--- src/rtl/hhtd_pkg.sv ---
// shared types and constants for the heap-indexed huffman tree decoder
// no dependencies
`timescale 1ns / 1ps

package hhtd_pkg;

  localparam int TABLE_BITS       = 12;
  localparam int ADDR_W           = TABLE_BITS + 1;
  localparam int DEPTH_W          = 4;
  localparam int SYM_W            = 8;
  localparam int LEN_W            = 4;
  localparam int IN_DATA_W        = 32;
  localparam int OUT_DATA_W       = 8;
  localparam int MAX_CODE_LEN_DEF = 12;

  localparam logic [ADDR_W-1:0] ROOT_INDEX = ADDR_W'(1);

  localparam logic OP_LOAD   = 1'b0;
  localparam logic OP_DECODE = 1'b1;

  typedef enum logic [2:0] {
    ST_CLEAR  = 3'b001,
    ST_IDLE   = 3'b010,
    ST_LOOKUP = 3'b100
  } state_t;

  typedef struct packed {
    logic clear_step;
    logic load_wr;
    logic lookup_start;
    logic commit;
  } cmd_t;

  typedef struct packed {
    logic clr_last;
    logic result;
    logic out_blocked;
  } sts_t;

endpackage

--- src/rtl/hhtd_ctrl.sv ---
// controller state machine: table clearing, loads and decode lookups
// depends on hhtd_pkg
`timescale 1ns / 1ps

module hhtd_ctrl
  import hhtd_pkg::*;
(
  input  logic clk,
  input  logic rst,
  input  logic s_tvalid,
  input  logic s_op,
  output logic s_tready,
  input  sts_t sts,
  output cmd_t cmd
);

  state_t state;
  state_t state_next;

  always_ff @(posedge clk) begin
    if (rst) begin
      state <= ST_CLEAR;
    end else begin
      state <= state_next;
    end
  end

  always_comb begin
    state_next = state;
    cmd        = '0;
    s_tready   = 1'b0;
    case (state)
      ST_CLEAR: begin
        cmd.clear_step = 1'b1;
        if (sts.clr_last) begin
          state_next = ST_IDLE;
        end
      end
      ST_IDLE: begin
        s_tready = 1'b1;
        if (s_tvalid) begin
          if (s_op == OP_DECODE) begin
            cmd.lookup_start = 1'b1;
            state_next       = ST_LOOKUP;
          end else begin
            cmd.load_wr = 1'b1;
          end
        end
      end
      ST_LOOKUP: begin
        if (!sts.out_blocked) begin
          cmd.commit = 1'b1;
          state_next = ST_IDLE;
        end
      end
      default: begin
        state_next = ST_CLEAR;
      end
    endcase
  end

endmodule

--- config.mk ---
export PLATFORM = sky130hd
export DESIGN_NAME = hhtd_ctrl
export DESIGN_NICKNAME = d
export VERILOG_FILES = /design/src/rtl/hhtd_pkg.sv /design/src/rtl/hhtd_ctrl.sv
export SDC_FILE = /design/constraint.sdc
export NUM_CORES = 1
export LEC_CHECK = 0
export BUFFER_PORTS_ARGS = -buffer_cell sky130_fd_sc_hd__buf_2
export CAP_MARGIN = 5
export CORE_AREA = 2 2 39 41
export CTS_BUF_LIST = sky130_fd_sc_hd__clkbuf_4
export CTS_CLUSTER_DIAMETER = 50
export DETAILED_ROUTE_END_ITERATION = 8
export DIE_AREA = 0 0 41 43
export MAX_ROUTING_LAYER = met4
export PLACE_DENSITY = 0.33
export SYNTH_ARGS = -nofsm -noshare
export SYNTH_HDL_FRONTEND = slang
export SYNTH_SLANG_ARGS = --single-unit
--- constraint.sdc ---
create_clock -name clk -period 1.1 [get_ports clk]
set_clock_uncertainty 0.05 [all_clocks]
set_input_delay 0.22 -clock clk [delete_from_list [all_inputs] [get_ports clk]]
set_output_delay 0.22 -clock clk [all_outputs]
set_load 0.01 [all_outputs]
* Yosys cells after proc, flatten, opt, wreduce, memory -nomap -nowiden
Index checks and enable logic that the tools add are counted.
** Operators by class
- Eq/ne operators :: 7
- Reduce and logical (&&, ||, !) cells :: 1
- Multiplexer cells :: 13
** Operator list (number)
- 2-to-1 mux 3 bit :: 4
- one-hot mux 3 bit (3 select lines) :: 1
- inequality test 2 bit, second input constant :: 4
- 2-to-1 mux 1 bit :: 6
- 2-to-1 mux 2 bit :: 2
- AND reduction 4 bit :: 1
- equality test 3 x 1 -> 1 bit, second input constant :: 1
- equality test 3 x 2 -> 1 bit, second input constant :: 1
- equality test 3 bit, second input constant :: 1
** Storage, ports and cells
- Word-level logic and storage cells :: 22
- Register bits after elaboration :: 3
- Bits of input ports :: 7

* Logic depth before layout (Yosys ltp)
Gate-level depths: netlist (run 1).
- Word-level depth :: 3
- Gate-level depth with buffers :: 5
- Depth with buffers taken out :: 5

* Worst setup path before layout (run 1)
OpenSTA, ideal clock, no wires.
- Path type :: flip-flop to flip-flop
- Start :: register state[2]
- End :: register state[1]
- Stages on the path, launching flop included :: 4
- Required time :: 971 ps
- Arrival :: 1047 ps
- Period minus slack after synthesis :: 1177 ps
- Setup slack :: -77 ps
- Path buffers :: 0
- Cells stage by stage :: dfxtp_1 > nor4b_2 > a211oi_1 > a211oi_2
** Between the ends
- Word-level cells in the longest chain between the ends :: 3
- Elaborated cells on any way between the ends :: 9
- Those cells by class :: eq/ne (7); mux (1); reduce/logical (1)
** RTL lines
- from (decl) :: line hhtd_ctrl.sv:17 : state_t state;
- from (signal assigned) :: line hhtd_ctrl.sv:24 : state <= state_next;
- equality test 3 x 1 -> 1 bit (tied with other cells) :: line hhtd_ctrl.sv:32 : case (state)
- inequality test 2 bit (no line)
- AND reduction 4 bit (no line)
Several ways; a longest one is shown, not always the timed one.
A chain may end at the register's enable or synchronous reset.

==> impl_metrics.env, run 1 <==
export IMPL_slowest_stage="dfxtp_4"
export IMPL_root_buffer="clkbuf_4"
export IMPL_hold_viol_final=0
export IMPL_cp_top_family="flip-flops"
export IMPL_cts_tree="built"
export IMPL_grt_antenna_before_repair=0
export IMPL_ir_drop_v=0.0003841
export IMPL_core_um2=1384
export IMPL_ant_nets=0
export IMPL_num_rows=14
export IMPL_cts_sinks=3
export IMPL_synth_top_family_by_area="simple AND/OR/NAND/NOR gates"
export IMPL_r2r_start="state[2]$_SDFFE_PP0P_"
export IMPL_cts_buffers=3
export IMPL_fin_cells=61
export IMPL_htree_levels=1
export IMPL_synth_net_count=29
export IMPL_die_h_um=43
export IMPL_crit_chain="nor2_4 -> nand2_2 -> nor3b_2 -> buf_2"
export IMPL_drv_slew=0
export IMPL_synth_fa_ha_area_share_pct=0
export IMPL_multi_input_area_um2=163.9
export IMPL_port_buffers=10
export IMPL_num_vias=249
export IMPL_crit_path_end_kind="output port"
export IMPL_post_dp_hpwl_um=407.9
export IMPL_crit_buf_inv=1
export IMPL_clk_latency_ns=0.23
export IMPL_cp_start_kind="flip-flop"
export IMPL_worst_slack_ns=-0.2605
export IMPL_p_total_uw=539.7
export IMPL_ys_ff_latch=3
export IMPL_grt_ovfl_total=0
export IMPL_drtPass1Iterations=2
export IMPL_final_area_um2=430.4
export IMPL_viasPerCell=4.082
export IMPL_fin_crit_sh_pct=123.7
export IMPL_yosys_warnings=0
export IMPL_holdBufCountCts=0
export IMPL_routed_wirelength_um=627
export IMPL_wire_per_inst_um=10.28
export IMPL_gp_congestion=0.6332
export IMPL_max_freq_mhz=735.0
export IMPL_arrival_ns=1.09
export IMPL_cp_startpoint="state[0]$_SDFFE_PP1P_"
export IMPL_track_usage_pct=8.522
export IMPL_synth_seq_area_share_pct=31.37
export IMPL_drive_above_1_share_pct=77.78
export IMPL_fin_crit_ns=1.361
export IMPL_largest_registers="state: 3 flops"
export IMPL_grt_first_pass_wirelength_um=945
export IMPL_place_area_um2=315.3
export IMPL_clk_pin_slew_ns=0.04
export IMPL_cp_depth=4
export IMPL_die_w_um=41
export IMPL_crit_type="reg2out"
export IMPL_initial_core_util_pct=13.83
export IMPL_r2r_slack_ns=-0.03
export IMPL_yosys_area_share_simple_pct=38.56
export IMPL_cp_max_fo=4
export IMPL_regMostFlops="state"
export IMPL_drc=0
export IMPL_largest_reg_flops=3
export IMPL_grt_pass1_vias=240
export IMPL_rr_worst_depth=4
export IMPL_muxShareOfSynthArea_pct=5.229
export IMPL_antenna_cells=0
export IMPL_synth_compound_area_share_pct=20.92
export IMPL_required_ns=0.83
export IMPL_violations="setup timing"
export IMPL_ff_latch_area_um2=71.32
export IMPL_drt_initial_drc_count=2
export IMPL_finalSetupViolations=6
export IMPL_syn_instance_count=22
export IMPL_rsz0062_at_grt="yes"
export IMPL_max_stage_delay_ns=0.36
export IMPL_max_cap_violations=0
export IMPL_dp_cells=52
export IMPL_syn_mean_instance_area_um2=8.702
export IMPL_syn_to_final_growth_pct=124.8
export IMPL_holdWs_ns=0.1383
export IMPL_p_per_area_nw_per_um2=1254
export IMPL_clock_path_buffers=2
export IMPL_fin_nets=53
export IMPL_worstMarginPinSlew_ns=0.2324
export IMPL_pin_count=12
export IMPL_relSlewSlack_pct=84.44
export IMPL_rr_endpoint="state[2]$_SDFFE_PP0P_"
export IMPL_synth_distinct_cells=15
export IMPL_status="finished with violations"
export IMPL_die_area_um2=1763
export IMPL_synthXorXnorAreaFrac_pct=0
export IMPL_critPathCapture="cmd[2]"
export IMPL_p_leak_nw=0.1853
export IMPL_grt_max_degree=7
export IMPL_hp_class="in2reg"
export IMPL_num_fill_cells=146
export IMPL_syn_area_um2=191.4
[synth_stat cells]
cell,n,area (µm²)
nor2_1,3,11.26
a211oi_2,1,12.51
nand2_1,3,11.26
nor4b_2,1,15.01
dfxtp_1,3,60.06
nor3b_2,1,12.51
nand4b_1,1,8.760
nor3b_1,1,7.510
o21ai_1,1,5.000
inv_1,1,3.750
mux2i_1,1,10.01
o21a_1,1,7.510
a211oi_1,2,15.01
nand3b_1,1,7.510
inv_2,1,3.750
[layout by cell type, fill, tap and decap left out]
cell type	Yosys	layout
a211oi_2	1	3
mux2i_1	1	1
clkbuf_4	0	4
buf_2	0	9
o21ai_1	1	1
nor3b_2	1	1
nand2_2	0	1
o21a_1	1	1
dfxtp_4	0	3
inv_1	1	1
buf_4	0	6
nor3b_4	0	1
nand3b_1	1	1
nand4b_1	1	1
nor4b_4	0	1
nor2_1	3	2
buf_6	0	4
inv_4	0	1
nor2_4	0	1
nand2_1	3	2
[worst reg2reg max path: cells and delay by family, from the launching register on]
kind	cells	cell delay, ns
compound gates	1	0.23
simple gates	1	0.18
flops	1	0.36
buf+inv	2	0.22
[power breakdown]
part	internal, mW	total [mW]	switching [mW]	leakage (nW)
logic	0.104	0.169	0.0655	0.141
clock network	0.161	0.221	0.0602	0.0184
registers	0.122	0.149	0.0276	0.0262
[worst min path at each step]
stage / startpoint / to / depth (start not counted)
floorplan: rst / state[1]$_SDFFE_PP0P_ / 1
CTS: rst / state[1]$_SDFFE_PP0P_ / 2
global placement: rst / state[1]$_SDFFE_PP0P_ / 2
detailed placement: rst / state[1]$_SDFFE_PP0P_ / 2
finish: rst / state[2]$_SDFFE_PP0P_ / 2
global route: rst / state[2]$_SDFFE_PP0P_ / 2
[layout make-up]
cell class              count  area share (%)
inverters                   2           2.326
flip-flops and latches      3           16.57
clock buffers               4           6.977
well taps                  16           4.651
repair buffers             19           31.40
multi-input cells          17           38.08
[per-layer routing]
metal,vias up,routed length [µm],global-route usage (%)
met5,-,0,-
met4,0,0,8.000
met2,2,382,12.50
met1,120,227,8.946
met3,0,17,1.571
li1,127,-,-
[through the flow]
step / util (%) / TNS [ns] / setup slack, ns
after floorplan: - / 0 / 0.007838
after global placement: 22.78 / -0.08542 / -0.06501
after detailed placement: 22.78 / -0.09711 / -0.06771
after CTS: 27.94 / -1.140 / -0.2570
after global routing: 31.10 / -1.496 / -0.3284
final: 31.10 / -1.069 / -0.2605
[timing repair]
item / in CTS / in global routing
buffers inserted: 3 / 2
pin swaps: 3 / 6
setup endpoints to repair: 6 / 8
resized for setup: 5 / 8
[kinds of logic (layout without fill, tap and decap cells)]
family          count (synthesis)  count (layout)
flops                           3               3
buf+inv                         2              25
simple gates                   11              11
mux                             1               1
compound gates                  5               5
Note: power is estimated with default switching activity, not from simulation.
==> run 2, diff against run 1 <==
--- a/config.mk
+++ b/config.mk
@@ -5,15 +5,15 @@
 export SDC_FILE = /design/constraint.sdc
 export NUM_CORES = 1
 export LEC_CHECK = 0
-export BUFFER_PORTS_ARGS = -buffer_cell sky130_fd_sc_hd__buf_2
 export CAP_MARGIN = 5
 export CORE_AREA = 2 2 39 41
 export CTS_BUF_LIST = sky130_fd_sc_hd__clkbuf_4
 export CTS_CLUSTER_DIAMETER = 50
 export DETAILED_ROUTE_END_ITERATION = 8
 export DIE_AREA = 0 0 41 43
+export DONT_BUFFER_PORTS = 1
 export MAX_ROUTING_LAYER = met4
-export PLACE_DENSITY = 0.33
+export PLACE_DENSITY = 0.3
 export SYNTH_ARGS = -nofsm -noshare
 export SYNTH_HDL_FRONTEND = slang
 export SYNTH_SLANG_ARGS = --single-unit
==> run 2 against run 1 <==
Net effect: the run still ends with setup timing left; die area unchanged; sequential power about the same; wire length down 13%; first-iteration DRC count down 100%; critical endpoint is now cmd[0]; highest routed layer unchanged.
==> impl_metrics.env, run 2 (synthesis results as in run 1) <==
export IMPL_status="finished with violations"
export IMPL_violations="setup timing"
export IMPL_fin_cells=50
export IMPL_cts_sinks=3
export IMPL_die_h_um=43
export IMPL_grt_first_pass_wirelength_um=917
export IMPL_ff_latch_area_um2=68.82
export IMPL_pin_count=12
export IMPL_track_usage_pct=8.830
export IMPL_clk_latency_ns=0.24
export IMPL_num_rows=14
export IMPL_die_w_um=41
export IMPL_largest_registers="state: 3 flops"
export IMPL_multi_input_area_um2=177.7
export IMPL_antenna_cells=0
export IMPL_syn_to_final_growth_pct=95.42
export IMPL_largest_reg_flops=3
export IMPL_clock_path_buffers=2
export IMPL_root_buffer="clkbuf_4"
export IMPL_wire_per_inst_um=10.94
export IMPL_port_buffers=0
export IMPL_required_ns=0.83
export IMPL_p_total_uw=507.9
export IMPL_ant_nets=0
export IMPL_grt_max_degree=6
export IMPL_drc=0
export IMPL_routed_wirelength_um=547
export IMPL_hp_class="in2reg"
export IMPL_cp_max_fo=4
export IMPL_cp_start_kind="flip-flop"
export IMPL_regMostFlops="state"
export IMPL_drive_above_1_share_pct=70.59
export IMPL_num_vias=202
export IMPL_grt_antenna_before_repair=0
export IMPL_crit_path_end_kind="output port"
export IMPL_fin_crit_sh_pct=118.2
export IMPL_cts_buffers=3
export IMPL_worstMarginPinSlew_ns=0.2173
export IMPL_p_per_area_nw_per_um2=1358
export IMPL_fin_nets=42
export IMPL_final_cell_mix="buf_4, clkbuf_4, a211oi_2"
export IMPL_worst_slack_ns=-0.2000
export IMPL_crit_type="reg2out"
export IMPL_arrival_ns=1.03
export IMPL_place_area_um2=280.3
export IMPL_drv_slew=0
export IMPL_relSlewSlack_pct=85.45
export IMPL_gp_congestion=0.6987
export IMPL_core_um2=1384
export IMPL_ir_drop_v=0.0003421
export IMPL_htree_levels=1
export IMPL_max_freq_mhz=769.3
export IMPL_post_dp_hpwl_um=416.4
export IMPL_max_cap_violations=0
export IMPL_die_area_um2=1763
export IMPL_fin_tns_setup_ns=-0.8209
export IMPL_drt_initial_drc_count=0
export IMPL_final_area_um2=374.1
export IMPL_drtPass1Iterations=1
export IMPL_initial_core_util_pct=13.83
export IMPL_dp_cells=44
export IMPL_grt_ovfl_total=0
export IMPL_finalSetupViolations=5
export IMPL_grt_pass1_vias=224
export IMPL_num_fill_cells=148
export IMPL_rsz0062_at_grt="yes"
export IMPL_viasPerCell=4.040
export IMPL_layout_commonest_cell="buf_4"
export IMPL_p_leak_nw=0.1508
export IMPL_clk_pin_slew_ns=0.04
export IMPL_cts_tree="built"
export IMPL_hold_viol_final=0
export IMPL_fin_crit_ns=1.300
run 2: changes by cell type in the layout (fill, tap and decap cells not counted), sizes merged:
cell / before / now
buf: 19 / 7
dlygate4sd3: 0 / 1
run 2: per-stage QoR:
| step | hold slack (ns) | util (%) | setup slack, ns |
|---|---|---|---|
| after floorplan | 0.2273 | - | 0.007838 |
| after global placement | 0.2300 | 20.25 | -0.006143 |
| after detailed placement | 0.2295 | 20.25 | -0.02217 |
| after CTS | 0.04605 | 25.05 | -0.2229 |
| after global routing | 0.04959 | 27.03 | -0.2473 |
| final | 0.05341 | 27.03 | -0.2000 |
run 2: final cells by class:
cell class | count | area share, %
multi-input cells | 17 | 47.49
inverters | 2 | 2.007
clock buffers | 4 | 8.027
repair buffers | 8 | 18.73
well taps | 16 | 5.351
flip-flops and latches | 3 | 18.39
run 2: worst max-delay path, stage by stage (launching register included):
cell and delay (ns):
dfxtp_4 0.36, nor4b_4 0.27, buf_4 0.16
run 2: worst paths after layout:
path	startpoint	endpoint	slack [ns]	cells after the start
hold / removal	rst	state[0]$_SDFFE_PP1P_	0.05	2
hold reg to reg	state[0]$_SDFFE_PP1P_	state[2]$_SDFFE_PP0P_	0.54	2
setup reg to reg	state[0]$_SDFFE_PP1P_	state[1]$_SDFFE_PP0P_	0.02	4
setup / recovery	state[0]$_SDFFE_PP1P_	cmd[0]	-0.20	2
run 2: repair_timing:
item | CTS | global route
cloned | 0 | 0
gates resized for setup | 7 | 5
pin swaps | 3 | 4
endpoints found under the hold margin | 2 | 0
buffers inserted | 0 | 1
hold buffers | 1 | 0
setup endpoints to repair | 6 | 7
run 2: where the power goes:
| group | switching, mW | internal (mW) | leakage, nW |
|---|---|---|---|
| combinational | 0.0549 | 0.0776 | 0.107 |
| sequential | 0.0279 | 0.121 | 0.0259 |
| clock | 0.0654 | 0.161 | 0.0184 |
| total | 0.148 | 0.360 | 0.151 |
run 2: per-layer routing:
metal | vias to the layer above | routed length (µm) | GRT usage (%)
met5 | - | 0 | -
met4 | 0 | 0 | 10.00
met3 | 0 | 53 | 6.283
met2 | 5 | 272 | 9.063
met1 | 91 | 220 | 9.585
li1 | 106 | - | -
==> run 3, diff against run 2 <==
--- a/config.mk
+++ b/config.mk
@@ -7,7 +7,6 @@
 export LEC_CHECK = 0
 export CAP_MARGIN = 5
 export CORE_AREA = 2 2 39 41
-export CTS_BUF_LIST = sky130_fd_sc_hd__clkbuf_4
 export CTS_CLUSTER_DIAMETER = 50
 export DETAILED_ROUTE_END_ITERATION = 8
 export DIE_AREA = 0 0 41 43
==> run 3 against run 2 <==
Net effect: the flow still finishes with violations (setup timing); power down 4.1%; worst hold slack better by 0.00098 ns; global-route usage down 0.10 points; sequential share of layout area down 0.71 points; worst setup slack worse by 0.019 ns; combinational power up 5%; first-iteration DRC count up 3; clock power down 12%; highest routed layer is now met4.
==> impl_metrics.env, run 3 (synthesis results as in run 1) <==
export IMPL_status="finished with violations"
export IMPL_violations="setup timing"
export IMPL_finalSetupViolations=6
export IMPL_grt_first_pass_wirelength_um=938
export IMPL_wire_per_inst_um=11.16
export IMPL_cp_max_fo=4
export IMPL_syn_to_final_growth_pct=103.3
export IMPL_clk_latency_ns=0.24
export IMPL_num_fill_cells=142
export IMPL_drtPass1Iterations=3
export IMPL_regMostFlops="state"
export IMPL_clk_pin_slew_ns=0.04
export IMPL_drc=0
export IMPL_grt_antenna_before_repair=0
export IMPL_max_stage_delay_ns=0.36
export IMPL_ir_drop_v=0.0003403
export IMPL_grt_pass1_vias=227
export IMPL_worst_slack_ns=-0.2188
export IMPL_grt_ovfl_total=0
export IMPL_layout_commonest_cell="buf_4"
export IMPL_num_vias=213
export IMPL_fin_cells=51
export IMPL_core_um2=1384
export IMPL_dr_max_layer_used="met4"
export IMPL_port_buffers=0
export IMPL_die_h_um=43
export IMPL_root_buffer="clkbuf_4"
export IMPL_p_leak_nw=0.1536
export IMPL_hp_class="in2reg"
export IMPL_crit_type="reg2out"
export IMPL_drv_slew=0
export IMPL_post_dp_hpwl_um=416.4
export IMPL_rr_worst_depth=4
export IMPL_p_per_area_nw_per_um2=1252
export IMPL_route_met3_wl_um=65
export IMPL_r2r_start="state[0]$_SDFFE_PP1P_"
export IMPL_arrival_ns=1.05
export IMPL_required_ns=0.83
export IMPL_hold_path_endpoint="state[0]$_SDFFE_PP1P_"
export IMPL_cp_start_kind="flip-flop"
export IMPL_ant_nets=0
export IMPL_max_freq_mhz=758.3
export IMPL_num_rows=14
export IMPL_holdWs_ns=0.05440
export IMPL_routed_wl_met2_um=255
export IMPL_fin_crit_sh_pct=119.9
export IMPL_fin_util_pct=28.12
export IMPL_r2r_slack_ns=0
export IMPL_final_cell_mix="buf_4, a211oi_2, clkbuf_4, buf_6"
export IMPL_hold_depth=2
export IMPL_largest_reg_flops=3
export IMPL_cts_sinks=3
export IMPL_drive_above_1_share_pct=68.57
export IMPL_largest_registers="state: 3 flops"
export IMPL_max_cap_violations=0
export IMPL_drt_initial_drc_count=3
export IMPL_track_usage_pct=8.727
export IMPL_crit_chain="nor4b_4 -> buf_4"
export IMPL_crit_path_end_kind="output port"
export IMPL_dp_cells=44
export IMPL_cp_top_family="flip-flops"
export IMPL_grt_max_degree=6
export IMPL_fin_crit_ns=1.319
export IMPL_antenna_cells=0
export IMPL_crit_buf_inv=1
export IMPL_clock_path_buffers=2
export IMPL_viasPerCell=4.176
export IMPL_hold_viol_final=0
export IMPL_cts_tree="built"
export IMPL_relSlewSlack_pct=85.38
export IMPL_initial_core_util_pct=13.83
export IMPL_pin_count=12
export IMPL_fin_nets=43
export IMPL_slowest_stage="dfxtp_4"
export IMPL_cts_buffers=3
export IMPL_rsz0062_at_grt="yes"
export IMPL_rr_endpoint="state[1]$_SDFFE_PP0P_"
export IMPL_htree_levels=1
export IMPL_hp_start="rst"
export IMPL_die_area_um2=1763
export IMPL_gp_congestion=0.6987
export IMPL_worstMarginPinSlew_ns=0.2184
export IMPL_cp_depth=2
export IMPL_m1WireLength_um=233
export IMPL_routed_wirelength_um=569
export IMPL_die_w_um=41
-- run 3: changes by cell type in the layout (fill, tap and decap cells not counted) --
cell	previous run	this run
buf_6	2	3
clkbuf_1	0	1
clkbuf_4	4	3
nor2_2	1	0
inv_4	0	1
inv_2	1	0
nor2_4	1	2
-- run 3: through the flow --
stage	area (µm²)	worst slack, ns	setup TNS (ns)	power (mW)
floorplan	215.2	0.007838	0	0.2097
global placement	280.3	-0.006143	-0.006143	0.2534
detailed placement	280.3	-0.02217	-0.02217	0.2537
CTS	352.8	-0.2208	-1.018	0.4858
finish	389.1	-0.2188	-0.8168	0.4871
global route	389.1	-0.2616	-1.116	0.5288
-- run 3: power breakdown --
part / internal (mW) / total (mW) / switching (mW)
combinational: 0.0802 / 0.139 / 0.0584
clock: 0.136 / 0.199 / 0.0629
sequential: 0.121 / 0.149 / 0.0280
total: 0.338 / 0.487 / 0.149
-- run 3: repair_timing --
action | 4_1_cts | 5_1_grt
hold buffers | 1 | 0
gates resized for setup | 8 | 7
setup endpoints to repair | 6 | 7
pin swaps | 3 | 7
cloned | 0 | 0
buffers inserted | 1 | 1
hold endpoints to repair | 2 | 0
-- run 3: worst max path at each step --
stage / slack, ns / to / startpoint
2_1_floorplan: 0.008 / state[1]$_SDFFE_PP0P_ / state[2]$_SDFFE_PP0P_
3_3_place_gp: -0.006 / state[1]$_SDFFE_PP0P_ / state[0]$_SDFFE_PP1P_
3_5_place_dp: -0.02 / state[1]$_SDFFE_PP0P_ / state[2]$_SDFFE_PP0P_
4_1_cts: -0.22 / cmd[0] / state[0]$_SDFFE_PP1P_
5_1_grt: -0.26 / cmd[0] / state[0]$_SDFFE_PP1P_
6_report: -0.22 / cmd[0] / state[0]$_SDFFE_PP1P_
-- run 3: layer usage --
metal,up-vias,track usage [%]
li1,107,-
met1,97,9.585
met2,7,9.688
met3,2,6.283
met4,0,8.000
met5,-,-
-- run 3: cell type report --
type                    instances  area [µm²]  share of cell area (%)
repair buffers                  9       81.33                   20.90
inverters                       2       10.01                   2.572
multi-input cells              17       182.7                   46.95
flip-flops and latches          3       68.82                   17.68
well taps                      16       20.02                   5.145
clock buffers                   4       26.28                   6.752
